**src/rtl/ipdr_pkg.sv**
```systemverilog
// shared types, constants and tables for the planar imu dead reckoning block
`timescale 1ns / 1ps

package ipdr_pkg;

  // serial multiplier operand width (magnitude of a 49-bit signed value)
  localparam int MUL_W = 49;
  // serial divider widths
  localparam int DIV_N = 78;
  localparam int DIV_D = 54;

  localparam int CORDIC_STEPS = 30;

  localparam logic [29:0] NS_PER_S    = 30'd1000000000;
  localparam logic [45:0] DT_CAP_NS   = 46'd65535999999999;
  localparam logic [33:0] PI_Q32      = 34'd13493037705;
  localparam logic [34:0] TWO_PI_Q32  = 35'd26986075409;
  localparam logic [32:0] HALF_PI_Q32 = 33'd6746518852;
  localparam logic [29:0] CORDIC_GAIN = 30'd652032874;

  // right shift applied to a product
  typedef enum logic [1:0] {
    SH_0,
    SH_24,
    SH_30,
    SH_32
  } shift_t;

  // sequencer states
  typedef enum logic [4:0] {
    S_IDLE,
    S_CUR,
    S_DT,
    S_DTDIV,
    S_RING,
    S_AVG,
    S_YMUL,
    S_YDIV,
    S_FWD,
    S_SIDE,
    S_HEAD,
    S_MOD,
    S_RED,
    S_CORD,
    S_CS,
    S_VE1,
    S_VE2,
    S_VN1,
    S_VN2,
    S_PE,
    S_PN,
    S_OUT
  } state_t;

  // arctangent of 2^-i in q2.30
  function automatic logic [29:0] atan_q30(input logic [4:0] idx);
    logic [29:0] v;
    unique case (idx)
      5'd0:  v = 30'd843314856;
      5'd1:  v = 30'd497837829;
      5'd2:  v = 30'd263043836;
      5'd3:  v = 30'd133525158;
      5'd4:  v = 30'd67021686;
      5'd5:  v = 30'd33543515;
      5'd6:  v = 30'd16775850;
      5'd7:  v = 30'd8388437;
      5'd8:  v = 30'd4194282;
      5'd9:  v = 30'd2097149;
      5'd10: v = 30'd1048575;
      5'd11: v = 30'd524287;
      5'd12: v = 30'd262143;
      5'd13: v = 30'd131071;
      5'd14: v = 30'd65535;
      5'd15: v = 30'd32767;
      5'd16: v = 30'd16383;
      5'd17: v = 30'd8191;
      5'd18: v = 30'd4095;
      5'd19: v = 30'd2047;
      5'd20: v = 30'd1023;
      5'd21: v = 30'd511;
      5'd22: v = 30'd255;
      5'd23: v = 30'd127;
      5'd24: v = 30'd63;
      5'd25: v = 30'd31;
      5'd26: v = 30'd15;
      5'd27: v = 30'd7;
      5'd28: v = 30'd3;
      5'd29: v = 30'd1;
      default: v = 30'd0;
    endcase
    return v;
  endfunction

endpackage

```
**src/rtl/ipdr_div.sv**
```systemverilog
// bit-serial restoring divider, one quotient bit per cycle
`timescale 1ns / 1ps

module ipdr_div (
  input  logic                       clk,
  input  logic                       rst,
  input  logic                       start,
  input  logic [ipdr_pkg::DIV_N-1:0] dividend,
  input  logic [ipdr_pkg::DIV_D-1:0] divisor,
  output logic                       done,
  output logic [ipdr_pkg::DIV_N-1:0] quo,
  output logic [ipdr_pkg::DIV_D-1:0] rem
);

  localparam int N = ipdr_pkg::DIV_N;
  localparam int D = ipdr_pkg::DIV_D;
  localparam int CW = $clog2(N);

  logic [D-1:0]  dsor;
  logic [CW-1:0] cnt;
  logic          busy;
  logic [D:0]    trial;
  logic          qbit;

  // shift in next dividend bit and try a subtract
  assign trial = {rem, quo[N-1]};
  assign qbit  = (trial >= {1'b0, dsor});

  always_ff @(posedge clk) begin
    if (rst) begin
      busy <= 1'b0;
      done <= 1'b0;
    end else begin
      done <= 1'b0;
      if (start) begin
        busy <= 1'b1;
        cnt  <= '0;
        quo  <= dividend;
        rem  <= '0;
        dsor <= divisor;
      end else if (busy) begin
        rem <= qbit ? D'(trial - {1'b0, dsor}) : trial[D-1:0];
        quo <= {quo[N-2:0], qbit};
        cnt <= cnt + 1'b1;
        if (cnt == CW'(N-1)) begin
          busy <= 1'b0;
          done <= 1'b1;
        end
      end
    end
  end

endmodule

```
**config.mk**
```make
export PLATFORM = sky130hd
export DESIGN_NAME = ipdr_div
export DESIGN_NICKNAME = d
export VERILOG_FILES = /design/src/rtl/ipdr_pkg.sv /design/src/rtl/ipdr_div.sv
export SDC_FILE = /design/constraint.sdc
export NUM_CORES = 1
export LEC_CHECK = 0
export ABC_AREA = 1
export BUFFER_PORTS_ARGS = -buffer_cell sky130_fd_sc_hd__buf_2
export CAP_MARGIN = 25
export CORE_ASPECT_RATIO = 1.5
export CORE_UTILIZATION = 35
export DETAILED_ROUTE_END_ITERATION = 10
export GPL_ROUTABILITY_DRIVEN = 0
export HOLD_SLACK_MARGIN = 0.06
export SLEW_MARGIN = 20
export SYNTH_ARGS = -nofsm -noshare
export SYNTH_HDL_FRONTEND = slang
export SYNTH_SLANG_ARGS = --single-unit
```
**constraint.sdc**
```tcl
create_clock -name clk -period 17.9 [get_ports clk]
set_clock_uncertainty 0.1 [all_clocks]
set_input_delay 2.685 -clock clk [delete_from_list [all_inputs] [get_ports clk]]
set_output_delay 2.685 -clock clk [all_outputs]
set_load 0.05 [all_outputs]
```
; ---- Word-level counts from Yosys, hierarchy flattened
; Index checks and enable logic that the tools add are counted.
[word_totals]
reg_bits = 195
out_inout_bits = 133
wordCells = 25
in_bits = 135
[classes]
n_lt_le_gt_ge = 1
reduce_logical = 4
bitwise = 2
muxes = 9
eq_ne = 1
n_addsub = 2
[op_table]
columns = operator, count
row1 = two-way mux 78 bit, 2
row2 = two-way mux 54 bit, 2
row3 = greater-or-equal comparator 55 x 54 -> 1 bit, 1
row4 = subtractor 54 bit, 1
row5 = "adder 7 x 1 -> 7 bit, second input constant", 1
row6 = "== test 7 bit, second input constant", 1
row7 = two-way mux 7 bit, 1
row8 = two-way mux 1 bit, 4
row9 = AND reduction 2 bit, 2
row10 = OR reduction 3 bit, 1
row11 = NOT 1 bit, 2
row12 = nonzero test 2 bit, 1

; ---- Depth between registers and ports, before layout
[depth]
word_depth = 4
mapped_depth = 17
ltp_nobuf = 16

; ---- Worst setup path after synthesis
; OpenSTA, ideal clock, no wires.
[synth_path]
kind = input-to-reg
startpoint = input start
endpoint = register busy
path_slack_ps = 7209
required_ps = 17715
arrival_time_ps = 10506
path_buffers = 2
stages = 6
setup_ps = 85
path_cell_list = inv_1 clkbuf_1 clkbuf_1 a21oi_1 o21ai_0 inv_1
[synth_between]
elab_chain_len = 1
[synth_rtl]
columns = item, line_no
row1 = from (decl), ipdr_div.sv:7  ; input logic start,
row2 = two-way mux 1 bit, ipdr_div.sv:35  ; if (start) begin
row3 = to (signal assigned), ipdr_div.sv:31  ; busy <= 1'b0;
row4 = to (signal assigned), ipdr_div.sv:36  ; busy <= 1'b1;
row5 = to (signal assigned), ipdr_div.sv:46  ; busy <= 1'b0;
row6 = to (decl), ipdr_div.sv:21  ; logic busy;
; No other way between the ends.
; A chain may end at the register's enable or synchronous reset.

; ---- Worst setup path in the final report
[layout_path]
startpoint = input start
endpoint = register quo[57] in the netlist's numbering, enable pin
[layout_between]
elab_chain_len = 2
[layout_rtl]
columns = item, line_no
row1 = nonzero test 2 bit (no line), -
row2 = AND reduction 2 bit (no line), -
row3 = to (signal assigned), ipdr_div.sv:38  ; quo <= dividend;
row4 = to (signal assigned), ipdr_div.sv:43  ; quo <= {quo[N-2:0], qbit};
row5 = to (decl), ipdr_div.sv:11  ; output logic [ipdr_pkg::DIV_N-1:0] quo,
; No other way between the ends.

==> results.txt <==
After clock tree synthesis, the repair step resized 0 gates. Setup repair after global routing left no endpoint under its margin. The region available for standard cell placement spans 36,800 µm².

The combinational family with the most area after synthesis was simple AND/OR/NAND/NOR gates. The floorplan step defined a die boundary enclosing 38,200 µm². The count of port buffers added during placement came out at 267. The dominant register cell in the synthesized netlist was sky130_fd_sc_hd__edfxtp_1. The count of flip-flops with a built-in enable after synthesis was 193; the slew at the pin with the worst max-slew slack was 1.02 ns. The number of setup buffers added after CTS is 0. The part of the cycle the worst path needs was 30.6%; the placed cell area was 14,900 µm².

Counting both buffers and inverters, the worst setup path holds a total of 5. The buffer type at the clock tree root was sky130_fd_sc_hd__clkbuf_16. The post-route minimum period is 5.48 ns.

No sink is reached through more buffers than the 2 on the longest clock path. After detailed routing, the average wire length per cell comes to 15.7 µm. Counting distinct cell types in the post-synthesis netlist gives 30.

Cells fill 42.1% of the core in the end. The first global-routing pass estimated 63.2 mm of wire. The share of synthesized flip-flops with an asynchronous set or reset was 0%; the synthesized-area fraction occupied by adder cells was 5.51%.

Synthesis produced a netlist with a net count of 2,021. Synthesized cell area: 13,100 µm². At the worst endpoint, the required time is 17.90 ns. The floorplan step set the die width to 160 µm.

The die is 239 µm tall. After routing, the total negative slack on setup checks comes to 0 ns. After clock tree synthesis, the clock-pin slew on the worst setup and hold paths is 0.08 ns. The run gives 7 as the length of the first detailed-routing pass in iterations. The detail-routed via count per cell is 4.64. For the gate count of the mapped netlist, the log shows 1,829.

The number of endpoints with negative hold slack in the final report is 0, and the sequential cell area fraction in the yosys report is 44.6%. The synthesized-area fraction occupied by ao, oa, aoi and oai cells was 3.40%. Walking the worst path, the cells encountered are buf_2 -> buf_4 -> inv_4 -> a21oi_4 -> buf_4 -> buf_4. For this block, the initial DRC count from the detailed router was 601. Of the cells placed in the final design, the portion with a size suffix greater than 1 is 18.2%. TritonCTS built the clock tree. Setup violations remaining at the end of the flow were counted as 0. The kind of start point of the critical path is an input port. Grouping stages by cell kind, the critical path spends the most delay in buffers and inverters. The H-tree generated during clock tree synthesis spans 4 levels. Type of the tightest min-delay check: flop to flop. STA classifies the critical path endpoint as a flop.

The number of max-slew violations in the final report is 0, and the worst voltage drop across the vdd grid is 0.0555 mV. For the peak clock frequency supported by timing, the log shows 182 MHz. The number of global-route vias before repair is 12,000. Of the total synthesized cell area, the portion taken by AND, OR, NAND and NOR gates is 32.8%. The number of antenna violations at the first check in global routing is 4, and the worst-skew pair later-pin latency is 0.47 ns. The tools report the post-placement cell count as 2,552. The relative area change from synthesis to final layout was 18.2%. The cell leakage power came out at 8.26 nW.

Headroom to the max-slew limit came out at 31.8%. The run gives 0 as the total of hold buffers inserted after clock tree synthesis. For the count of nets left with antenna violations after detail routing, the log shows 0. Final total power: 1.47 mW. In this design, the critical path's most frequently occurring cell is sky130_fd_sc_hd__buf_4.

At the worst endpoint, the arrival time is 5.48 ns. The number of sinks on the clock net was 195. The flow ran to the end, and the final reports show no timing, DRC or antenna violations. Multiplexer area fraction after synthesis: 0%. The start-to-end type of the worst setup path was input port to flop. The total routing usage reported by global routing is 21.7%, and the remaining global-route overflow is 0.

For the number of vias after detailed routing, the log shows 12,000. For the final net count, the log shows 2,279. The max-cap violation count is 0. In this run the core area contains 86 standard-cell rows. In the routed design, unresolved DRC markers number 0.

The tools report the number of clock buffers inserted by TritonCTS as 17. For this run, the number of standard cells in the final layout without fillers is 2,585. For this run, the number of Yosys warnings is 0.

The wire length reported by the detailed router is 40.5 mm, and the final design area excluding fillers is 15,500 µm². The detailed placer's ending HPWL is 31.8 mm. The critical-path maximum fanout was 84; the number of synthesized register bits was 195.

For the effective utilization at floorplan, the log shows 35.6%. Averaged over all synthesized cells, the footprint is 7.16 µm². On the critical path, the stage with the largest delay is an instance of sky130_fd_sc_hd__buf_4. The tools report the pin count of the biggest net entering global routing as 91. The post-synthesis share of cell area spent on xor and xnor gates came out at 1.81%. In this design, the stage delay of the slowest critical-path cell is 0.71 ns. The boundary pin count was 268.

Power spread over the standard cell area amounts to 95.2 nW/µm².
==> cells by family after synthesis <==
logic type | count (synthesis)
AO/OA/AOI/OAI | 87
AND/OR/NAND/NOR | 1068
buffers and inverters | 395
XOR/XNOR | 27
adder cells (fa/ha/maj) | 57
flip-flops | 195
==> cells in the final DEF, fill, tap and decap left out, types with 2 or more instances in the layout <==
| cell | n |
|---|---|
| sky130_fd_sc_hd__inv_1 | 330 |
| sky130_fd_sc_hd__clkinv_8 | 3 |
| sky130_fd_sc_hd__buf_4 | 7 |
| sky130_fd_sc_hd__nand3b_1 | 3 |
| sky130_fd_sc_hd__inv_6 | 4 |
| sky130_fd_sc_hd__nor2_2 | 40 |
| sky130_fd_sc_hd__nand4_1 | 11 |
| sky130_fd_sc_hd__o21ai_1 | 32 |
| sky130_fd_sc_hd__and2_1 | 2 |
| sky130_fd_sc_hd__nor3_1 | 17 |
| sky130_fd_sc_hd__nand3_1 | 74 |
| sky130_fd_sc_hd__inv_8 | 3 |
| sky130_fd_sc_hd__ha_1 | 56 |
| sky130_fd_sc_hd__inv_4 | 2 |
| sky130_fd_sc_hd__inv_2 | 28 |
| sky130_fd_sc_hd__a21oi_1 | 41 |
| sky130_fd_sc_hd__o21ai_0 | 9 |
| sky130_fd_sc_hd__buf_2 | 267 |
| sky130_fd_sc_hd__nor2_1 | 126 |
| sky130_fd_sc_hd__nand2_2 | 4 |
| sky130_fd_sc_hd__dfxtp_1 | 2 |
| sky130_fd_sc_hd__nand2_1 | 786 |
| sky130_fd_sc_hd__o21bai_1 | 3 |
| sky130_fd_sc_hd__clkbuf_16 | 17 |
| sky130_fd_sc_hd__nor4_1 | 2 |
| sky130_fd_sc_hd__edfxtp_1 | 193 |
| sky130_fd_sc_hd__xor2_1 | 27 |
| sky130_fd_sc_hd__clkinvlp_4 | 2 |
==> final timing paths <==
path / end / depth (start not counted) / slack [ns] / startpoint
hold reg to reg: done / 2 / 0.42 / busy
setup reg to reg: rem[29] / 11 / 14.21 / rem[29]
hold / removal: done / 2 / 0.42 / busy
setup / recovery: quo[57] / 6 / 12.42 / start
==> registers in the layout (all words and copies together), names as in the netlist <==
register,count
rem,54
busy,1
quo,78
dsor,54
done,1
cnt,7
==> cell type report <==
cell class | count | area, µm²
Clock inverter | 14 | 145
Multi-Input combinational cell | 1239 | 5710
Clock buffer | 18 | 429
Antenna cell | 1 | 2.50
Timing Repair Buffer | 274 | 1390
Sequential cell | 195 | 5840
Fill cell | 3947 | 21300
Inverter | 360 | 1360
Tap cell | 484 | 606
==> metal layers <==
| layer | wire (µm) | track usage (%) | vias to the layer above |
|---|---|---|---|
| met5 | 37 | 0 | - |
| met1 | 14200 | 20.7 | 5349 |
| li1 | - | - | 6120 |
| met3 | 2490 | 5.19 | 133 |
| met4 | 3040 | 16.1 | 6 |
| met2 | 20700 | 40.2 | 394 |
==> cell usage after synthesis (4+ instances only) <==
master                     count  share of area, %
sky130_fd_sc_hd__nor3_1       17              0.65
sky130_fd_sc_hd__nand4_1      11              0.53
sky130_fd_sc_hd__nand2_2       4              0.19
sky130_fd_sc_hd__buf_1         6              0.17
sky130_fd_sc_hd__nor2_2       40               1.9
sky130_fd_sc_hd__nand3_1      74               2.8
sky130_fd_sc_hd__buf_6         8              0.69
sky130_fd_sc_hd__ha_1         56               5.4
sky130_fd_sc_hd__inv_2        28              0.80
sky130_fd_sc_hd__xor2_1       27               1.8
sky130_fd_sc_hd__inv_1       331               9.5
sky130_fd_sc_hd__clkbuf_1     18              0.52
sky130_fd_sc_hd__nor2_1      127               3.6
sky130_fd_sc_hd__nand2_1     786                23
sky130_fd_sc_hd__o21ai_0       9              0.34
sky130_fd_sc_hd__o21ai_1      32               1.2
sky130_fd_sc_hd__a21oi_1      42               1.6
sky130_fd_sc_hd__edfxtp_1    193                44
==> worst min-delay path, stage by stage, from the launching register on <==
cell,delay (ns)
sky130_fd_sc_hd__dfxtp_1,0.31
sky130_fd_sc_hd__inv_1,0.10
sky130_fd_sc_hd__nor4_1,0.07
==> per-stage QoR <==
step,setup WS [ns],hold slack (ns)
global placement,11.95,0.403
global route,12.17,0.447
floorplan,7.21,0.321
detailed placement,11.90,0.409
finish,12.42,0.423
CTS,12.41,0.425
==> power by group <==
part | total (mW) | switching (mW) | leakage [nW] | internal (mW)
Sequential | 0.577 | 0.0247 | 1.87 | 0.552
Combinational | 0.511 | 0.367 | 6.12 | 0.144
Clock | 0.385 | 0.200 | 0.274 | 0.186
Total | 1.47 | 0.591 | 8.26 | 0.882
Note: power is estimated with default switching activity, not from simulation.
