## src/rtl/ipdr_ram.sv

```systemverilog
// generic single write port ram with registered read
`timescale 1ns / 1ps

module ipdr_ram #(
  parameter int WIDTH = 32,
  parameter int DEPTH = 20
) (
  input  logic                                   clk,
  input  logic                                   we,
  input  logic [(DEPTH > 1 ? $clog2(DEPTH) : 1)-1:0] waddr,
  input  logic [WIDTH-1:0]                       wdata,
  input  logic [(DEPTH > 1 ? $clog2(DEPTH) : 1)-1:0] raddr,
  output logic [WIDTH-1:0]                       rdata
);

  logic [WIDTH-1:0] mem [DEPTH];

  // write port and registered read port
  always_ff @(posedge clk) begin
    if (we) begin
      mem[waddr] <= wdata;
    end
    rdata <= mem[raddr];
  end

endmodule

```

## config.mk

```make
export PLATFORM = sky130hd
export DESIGN_NAME = ipdr_ram
export DESIGN_NICKNAME = d
export VERILOG_FILES = /design/src/rtl/ipdr_ram.sv
export SDC_FILE = /design/constraint.sdc
export NUM_CORES = 1
export LEC_CHECK = 0
export BUFFER_PORTS_ARGS = -buffer_cell sky130_fd_sc_hd__buf_2
export CORE_AREA = 2 2 219 242
export DETAILED_ROUTE_END_ITERATION = 12
export DIE_AREA = 0 0 221 244
export GPL_ROUTABILITY_DRIVEN = 0
export HOLD_SLACK_MARGIN = 0.05
export PLACE_DENSITY = 0.73
export REMOVE_ABC_BUFFERS = 1
export SETUP_SLACK_MARGIN = 0.15
export SYNTH_ARGS = -nofsm -noshare
export SYNTH_HDL_FRONTEND = slang
export SYNTH_SLANG_ARGS = --single-unit
```

## constraint.sdc

```tcl
create_clock -name clk -period 3.5 [get_ports clk]
set_input_delay 0.35 -clock clk [delete_from_list [all_inputs] [get_ports clk]]
set_output_delay 0.35 -clock clk [all_outputs]
set_load 0.005 [all_outputs]
```

* Yosys cells after proc, flatten, opt, wreduce, memory -nomap -nowiden *
Memory sizes are Yosys's and may differ from the RTL's. A register that Yosys moved wholly into a read port is not among the register bits.
Cells that the tools add are included.

word-level totals
  memory bits (writable) = 640
  output and inout port bits = 32
  word-level logic and storage cells = 3
  memories kept = 1
  bits in registers = 0

operators by class
  multiplexer cells = 2

memory list
  memory  words  bits a word  rd ports  clocked after Yosys merged registers in  wr ports  line  RTL
  mem     20     32           1         1                                        1         16    logic [WIDTH-1:0] mem [DEPTH];

operators by type and width
  operator  number
  $mux 1    2

* Logic depth before layout (Yosys ltp) *
Gate-level depths: netlist of the first run.

  word-level depth = 2
  depth in mapped cells = 7

* Worst setup path before layout of the first run *
Ideal clock, no wire load.

  kind = in2reg
  from = input port waddr[1] (netlist name)
  to = memory mem[12][0], enable pin
  slack = 822 ps
  data arrival time = 2257 ps
  stages on the path = 2
  required time = 3079 ps
  buffers on the path = 0
  path through = or3b_2 -> nor2_1

RTL lines
  item             line  RTL
  start, declared  10    input logic [(DEPTH > 1 ? $clog2(DEPTH) : 1)-1:0] waddr,
  end, declared    16

Straight into the memory's write port.

==> metrics, run 1 <==
CTS tree=yes; Die Span Y=244 um; synthesized area=0.0255 mm^2; ranking of synthesized cells by area=edfxtp_1, mux2i_1, mux4_2; TritonCTS sink count=672; Reg clk slew, reported paths=0.06 ns; H-tree Lvls=2; Main synth FF type=edfxtp_1; DR vias/cell=5.84; max_cap viols=0; top-area cell type share of the netlist area=0.755; Hold Buf Count CTS=0; antenna viol nets, final=0; skew final=0.0128 ns; Yosys Warn Count=0; RSZ-0062 raised after global routing=false; fin crit period=2.03 ns; Avg Inst Size Synth=18.7 um^2; DR DRC count=0; crit start category=primary input; clock latency on the worst-skew pair=0.59 ns; CP Max Fanout=22; # setup viols final=0; Rows=87; clk root buf=clkbuf_16; Worst EP required=4.02 ns; Netlist cell types=31; slew margin rel.=0.144; peak per-stage delay on the critical path=1.04 ns; Final Hold Fails=0; post-DP HPWL=30100 um; filler instances=3747; crit end category=flop; total power=16.0 mW; VDD IR-drop max=0.464 mV; vias in the first global route=13100; Post-Route WL=54900 um; Worst EP arrival=2.55 ns; worst slew pin tran=1.28 ns; layout cells sized above 1=0.193; CP Cell Sequence=buf_2 -> and3b_1 -> buf_4 -> nor2b_1 -> a211oi_1 -> nand3_1; TNS Setup=0 ns; Pleak=9.74 nW; fin nets=1511; status=complete, no violations; sequential share of the synthesized area=0.780; post_cts resized=0; first-pass GRT wire length=81700 um; critical path type=primary input to flop; number of DRC markers in iteration 0=1076; Mapped Cells=1362; global route overflow=0; Commonest cells post-synth=edfxtp_1, mux2i_1, nand2_1, nand3_1, nor2_1; Diodes inserted=0; synth-to-layout area growth=12.6%; total CTS buffers=59; Max Slew Vio Count=0; Fmax=494 MHz; Synth Register Bits=672; Hold Path Class=primary input to flop; EDFF count, synth=640; Die X-Extent=221 um; buffers and inverters on the worst path=2; clk buf depth=3; GR Util All Layers=0.202; Vias=12700; setup bufs post-CTS=0; initial core utilization=0.497; initial antenna violation count=3; largest net degree at the start of global routing=55; Core Area=0.0513 mm^2; Port Buf Inserts=75; TritonRoute pass-1 iters=5; critical path's slowest cell=nor2b_1; Reg area=0.0199 mm^2; Pwr Density=559 mW/mm^2; final worst-path cycle share=0.579; most common cell in the netlist=edfxtp_1; die area=0.0539 mm^2; drt wl/cell=25.2 um; Yosys top cell by area=edfxtp_1; io pins=76; Worst path top cell family by delay=simple AND/OR/NAND/NOR gates; ys async rst share=0; area of the multi-input gates=0.00529 mm^2
-- path summary, 6_finish.rpt --
kind,startpoint,to,slack (ns),cells after the start
min,wdata[27],mem[11][27],0.16,1
max,raddr[3],rdata[21],1.47,6
min reg2reg,mem[2][1],rdata[1],0.59,4
max reg2reg,mem[15][5],rdata[5],2.21,3
-- report_power, final --
part | internal, mW | total, mW | switching [mW]
clock network | 3.59 | 6.28 | 2.70
logic | 0.274 | 0.755 | 0.481
registers | 8.93 | 8.98 | 0.0499
total | 12.8 | 16.0 | 3.23
-- flip-flops by register name, summed over array words and instances, names as in the netlist --
name,count
mem,640
rdata,32
-- routing by layer --
metal / global-route usage / part of all wire / up-vias
met2: 0.339 / 0.49 / 500
met1: 0.272 / 0.41 / 6530
li1: - / - / 5609
met4: 0.0531 / 0.022 / 6
met5: 0 / 0.00075 / -
met3: 0.0398 / 0.077 / 91
-- cell families after synthesis --
| group | after synthesis | synth area share |
|---|---|---|
| AOI/OAI and AO/OA | 128 | 0.0331 |
| buffers and inverters | 71 | 0.0198 |
| DFF | 672 | 0.780 |
| muxes | 288 | 0.131 |
| and+or+nand+nor | 203 | 0.0363 |
-- area by class of cell --
class,count,share of cell area
clock buffer,84,0.0580
clock inverter,25,0.00760
multi-input combinational,619,0.184
sequential,672,0.693
tap,667,0.0291
timing repair buffer,115,0.0279
-- through the flow --
| step | setup WS (ns) | hold slack (ns) | cells | util | instance area [um^2] |
|---|---|---|---|---|---|
| CTS | 1.52 | 0.140 | 2182 | 0.559 | 28700 |
| global placement | 0.958 | 0.572 | 2073 | 0.522 | 26800 |
| detailed placement | 0.905 | 0.584 | 2073 | 0.522 | 26800 |
| floorplan | 0.822 | 0.449 | 1291 | - | 25000 |
| finish | 1.47 | 0.162 | 2182 | 0.559 | 28700 |
| global route | 1.41 | 0.147 | 2182 | 0.559 | 28700 |
-- cell usage in the layout (no fill, tap or decap), drive strengths merged --
cell     instances
a211oi          32
a21oi           32
a22oi           32
and2             1
and3b            1
buf            115
bufinv           4
clkbuf          84
clkinv          20
dfxtp           32
edfxtp         640
inv              1
mux2            33
mux2i          223
mux4            32
nand2           66
nand2b           1
nand3           65
nand3b           3
nand4b           1
nand4bb          1
nor2            54
nor2b            3
nor3b            1
nor4b            1
o22ai           31
o2bb2ai          1
or2              1
or3              1
or3b             3
Note: power is estimated with default switching activity, not from simulation.
==> run 2, diff against run 1 <==
==> constraint.sdc (replaced) <==
create_clock -name clk -period 1.98 [get_ports clk]
set_input_delay 0.198 -clock clk [delete_from_list [all_inputs] [get_ports clk]]
set_output_delay 0.198 -clock clk [all_outputs]
set_load 0.005 [all_outputs]
==> run 2 against run 1 <==
Clock skew up 0.012 ns. Die area unchanged. Combinational power up 97%. Hold slack worse by 0.079 ns. Sequential share of layout area down 2.9 points. Routed wire length up 1.1%. Largest power group unchanged. First-iteration DRC count up 26%. Sequential power up 77%. Global-route usage up 0.44 points. Cell count up 3.7%. Register-to-register slack worse by 1.6 ns.
==> metrics, run 2 (same netlist as run 1, synthesis figures left out) <==
Port Buf Inserts=75 (unchanged); io pins=76 (unchanged); total CTS buffers=61 (+3.4%); reg2reg setup slack=0.64 ns (-1.57 ns); peak per-stage delay on the critical path=0.41 ns (-0.63 ns); VDD IR-drop max=0.697 mV (+50%); HP Start=raddr[4]; TritonRoute pass-1 iters=5 (unchanged); synth-to-layout area growth=17.5%; Hold EP=rdata[30]; worst slew pin tran=0.553 ns (-0.728 ns); Rows=87 (unchanged); DR vias/cell=5.77 (-1.1%); WP depth=1 (-5); clk root buf=clkbuf_16; final worst-path cycle share=0.700; initial core utilization=0.497 (unchanged); antenna viol nets, final=0 (unchanged); crit start category=flop; Hold Path Class=primary input to flop; final instance area=0.0299 mm^2 (+4.4%); reg2reg start=mem[4][30]; DR DRC count=0 (unchanged); Max Slew Vio Count=0 (unchanged); Worst EP arrival=1.19 ns (-1.36 ns); die area=0.0539 mm^2 (unchanged); Worst EP required=1.78 ns (-2.24 ns); skew final=0.0248 ns (+0.0120 ns); Worst path top cell family by delay=flip-flops; largest net degree at the start of global routing=33 (-40%); commonest non-fill, non-tap cell in the layout=edfxtp_1; Post-Route WL=55500 um (+1.1%); buffers and inverters on the worst path=1 (-1); final core utilization=0.583 (+0.0243); Reg clk slew, reported paths=0.06 ns (about the same); layout cells sized above 1=0.219 (+0.0259); fin crit period=1.39 ns; Largest Register=mem; Die Span Y=244 um (unchanged); commonest non-fill, non-tap cells in the layout=edfxtp_1, mux2i_1, buf_2, nand2_1, nand3_1; clock latency on the worst-skew pair=0.62 ns (+0.03 ns); Vias=13100 (+2.6%); first-pass GRT wire length=83300 um (+2.0%); clk buf depth=3 (unchanged); critical path's slowest cell=dfxtp_1; Pleak=10.3 nW (+5.7%); DP Area=0.0275 mm^2 (+2.6%); Final Hold Fails=0 (unchanged); # setup viols final=0 (unchanged); R2R depth=4 (+1); GR Util All Layers=0.206 (+0.00440); TritonCTS sink count=672 (unchanged); R2R Path End=rdata[30]; global route overflow=0 (unchanged); number of flip-flops in the largest register=640 (unchanged); CP Cell Sequence=buf_2; drt wl/cell=24.5 um (-2.5%); fin nets=1587 (+5.0%); post-DP HPWL=31800 um (+5.6%); status=complete, no violations; vias in the first global route=13300 (+1.7%); CTS tree=yes; Fmax=721 MHz; critical path launch point=rdata[24]; Pwr Density=993 mW/mm^2 (+78%); crit end category=primary output; hold depth=3 (+2); max_cap viols=0 (unchanged); CP Max Fanout=1 (-95%); number of DRC markers in iteration 0=1352 (+26%); RSZ-0062 raised after global routing=false; H-tree Lvls=2 (unchanged); slew margin rel.=0.630 (+0.486); Largest regs=mem (640), rdata (32); Core Area=0.0513 mm^2 (unchanged); initial antenna violation count=1 (-2); Diodes inserted=0 (unchanged); critical path type=flop to primary output; post_cts resized=0 (unchanged); Die X-Extent=221 um (unchanged)
-- run 2: stage by stage --
stage | hold WS, ns | TNS (ns) | cells | worst slack (ns) | total power [mW]
after floorplan | 0.297 | -273.78 | 1291 | -0.546 | 16.7
after global placement | 0.575 | 0 | 2115 | 0.183 | 17.6
after detailed placement | 0.574 | 0 | 2115 | 0.0796 | 17.6
after CTS | 0.0663 | 0 | 2263 | 0.591 | 29.8
after global routing | 0.0666 | 0 | 2263 | 0.571 | 30.5
final | 0.0827 | 0 | 2263 | 0.594 | 29.7
-- run 2: metal layers --
layer	vias to the layer above	wire length, um	GRT usage	share of wire
met5	-	13	0	0.00023
li1	5785	-	-	-
met2	514	27100	0.338	0.49
met4	2	1360	0.0634	0.025
met3	101	3970	0.0332	0.072
met1	6666	23000	0.286	0.41
-- run 2: area by class of cell --
type                       count  area (um^2)
timing repair buffer         189         1810
sequential                   672        19900
clock buffer                  78         1620
clock inverter                38          497
fill                        3600        21400
tap                          667          835
multi-input combinational    619         5290
-- run 2: where the power goes --
part,internal (mW),switching [mW]
sequential,15.8,0.0775
clock,7.25,5.08
combinational,0.605,0.887
total,23.6,6.05
-- run 2: repair_timing --
item                      in CTS  in global routing
hold endpoints to repair     622                  0
buffers inserted               0                  0
hold buffers                  32                  0
-- run 2: worst max path at each step --
| stage | to |
|---|---|
| 6_report | rdata[24] |
| 5_1_grt | rdata[24] |
| 4_1_cts | rdata[24] |
| 3_5_place_dp | rdata[13] |
| 3_3_place_gp | rdata[13] |
| 2_1_floorplan | mem[12][0] |
==> run 3, diff against run 2 <==
--- a/config.mk
+++ b/config.mk
@@ -11,7 +11,7 @@
 export DIE_AREA = 0 0 221 244
 export GPL_ROUTABILITY_DRIVEN = 0
 export HOLD_SLACK_MARGIN = 0.05
-export PLACE_DENSITY = 0.73
+export PLACE_DENSITY = 0.75
 export REMOVE_ABC_BUFFERS = 1
 export SETUP_SLACK_MARGIN = 0.15
 export SYNTH_ARGS = -nofsm -noshare
==> constraint.sdc (replaced) <==
create_clock -name clk -period 1.2 [get_ports clk]
set_input_delay 0.12 -clock clk [delete_from_list [all_inputs] [get_ports clk]]
set_output_delay 0.12 -clock clk [all_outputs]
set_load 0.005 [all_outputs]
==> run 3 against run 2 <==
The run now ends with negative setup slack left. Clock power up 71%. Worst setup slack worse by 0.63 ns. Design area is 3.7% higher. Count of clock-buffer cells in the layout increased by 18. Critical path depth increased by 2. Total power rose by 68%. Via count increased by 2.6%. Utilization is 2.1 points higher. Sequential share of layout area shrank 2.3 points. Hold slack improved by 0.0045 ns. Routed wire length rose by 1.3%. Flip-flop and latch count unchanged. Critical path type is now flop to flop.
==> metrics, run 3 (same netlist as run 1, synthesis figures left out) <==
drt wl/cell=24.2 um (-1.1%); slew margin rel.=0.744 (+0.114); global route overflow=0 (unchanged); metal2 WL=28700 um (+5.7%); largest net degree at the start of global routing=40 (+21%); crit end category=flop; Worst EP required=1.67 ns (-0.11 ns); H-tree Lvls=3 (+1); post-DP HPWL=33800 um (+6.2%); RSZ-0062 raised after global routing=true; Die Span Y=244 um (unchanged); skew final=0.0158 ns (-0.00900 ns); Max Slew Vio Count=0 (unchanged); pre-CTS WS=-0.447 ns (-0.527 ns); Port Buf Inserts=75 (unchanged); vias in the first global route=14100 (+5.7%); Core Area=0.0513 mm^2 (unchanged); first-pass GRT wire length=85300 um (+2.4%); Final Hold Fails=0 (unchanged); clk root buf=clkbuf_16; final instance area=0.0310 mm^2 (+3.7%); # setup viols final=2 (+2); Cells after DPL=2166 (+2.4%); DP Area=0.0281 mm^2 (+2.4%); GR Util All Layers=0.211 (+0.00472); final core utilization=0.605 (+0.0214); Die X-Extent=221 um (unchanged); DR vias/cell=5.78 (+0.15%); TritonRoute pass-1 iters=5 (unchanged); worst slew pin tran=0.384 ns (-0.169 ns); Post-Route WL=56200 um (+1.3%); max_cap viols=0 (unchanged); crit start category=flop; Met3 Routed Length=3480 um (-12%); TritonCTS sink count=672 (unchanged); Vias=13400 (+2.6%); fin nets=1644 (+3.6%); Worst EP arrival=1.70 ns (+0.51 ns); post-route non-filler standard cell count=2318 (+2.4%); final worst-path cycle share=1.03; clock latency on the worst-skew pair=0.60 ns (-0.02 ns); Pleak=10.8 nW (+4.7%); DR DRC count=0 (unchanged); Top Metal Used=met4; R2R depth=3 (-1); die area=0.0539 mm^2 (unchanged); Diodes inserted=0 (unchanged); total CTS buffers=67 (+9.8%); final setup margin=-0.0341 ns (-0.628 ns); initial antenna violation count=0 (-1); Rows=87 (unchanged); hold depth=4 (+1); io pins=76 (unchanged); synth-to-layout area growth=21.8%; layout cells sized above 1=0.286 (+0.0678); status=finished, violations left; CTS tree=yes; Largest regs=mem (640), rdata (32); VDD IR-drop max=1.37 mV (+97%); fin crit period=1.23 ns; commonest non-fill, non-tap cells in the layout=edfxtp_1, mux2i_1, buf_4, clkbuf_16, buf_2; failing checks=negative setup slack; antenna viol nets, final=0 (unchanged); routed length on met1=22300 um (-3.2%); CP Max Fanout=1 (unchanged); initial core utilization=0.497 (unchanged); critical path type=flop to flop; total power=49.9 mW (+68%); clk buf depth=3 (unchanged); Reg clk slew, reported paths=0.06 ns (about the same); number of flip-flops in the largest register=640 (unchanged); commonest non-fill, non-tap cell in the layout=edfxtp_1; Largest Register=mem; Hold Path Class=primary input to flop; Fmax=810 MHz; number of DRC markers in iteration 0=1163 (-14%); Pwr Density=1610 mW/mm^2 (+62%)
[run 3: where the power goes]
group	switching (mW)	leakage (nW)	internal, mW	total [mW]
clock	8.56	1.07	12.4	21.0
sequential	0.104	6.04	26.1	26.2
combinational	1.56	3.67	1.20	2.76
[run 3: what timing repair did]
item                       CTS  global route
setup endpoints to repair   64           104
hold buffers                32             0
buffers inserted             0             0
hold endpoints to repair   640             0
pin swaps                   43            17
resized for setup           53            28
[run 3: layout make-up]
class                   count  area [um^2]
well taps                 667          835
clock buffers              96         1910
flip-flops and latches    672        19900
clock inverters            24          313
fillers                  3512        20300
multi-input cells         619         5560
repair buffers            240         2510
[run 3: routing by layer]
layer | GRT usage | up-vias
li1 | - | 5892
met1 | 0.273 | 6911
met2 | 0.361 | 483
met3 | 0.0375 | 120
met4 | 0.0709 | 0
met5 | 0 | -
[run 3: worst paths after layout]
check,startpoint,end,slack [ns]
max reg2reg,mem[4][24],rdata[24],-0.03
max,mem[4][24],rdata[24],-0.03
min reg2reg,mem[6][11],rdata[11],0.62
min,raddr[4],rdata[30],0.09
[run 3: worst max-delay path, stage by stage, from the launching register on]
cell and delay (ns):
edfxtp_1 0.40, mux4_2 0.49, nand2_2 0.11, nand3_2 0.10
[run 3: per-stage QoR]
| stage | setup TNS [ns] | hold slack (ns) |
|---|---|---|
| 2_1_floorplan | -738.89 | 0.219 |
| 3_3_place_gp | -175.67 | 0.497 |
| 3_5_place_dp | -195.78 | 0.494 |
| 4_1_cts | -0.0464 | 0.0534 |
| 5_1_grt | -0.232 | 0.0882 |
| 6_report | -0.0544 | 0.0872 |
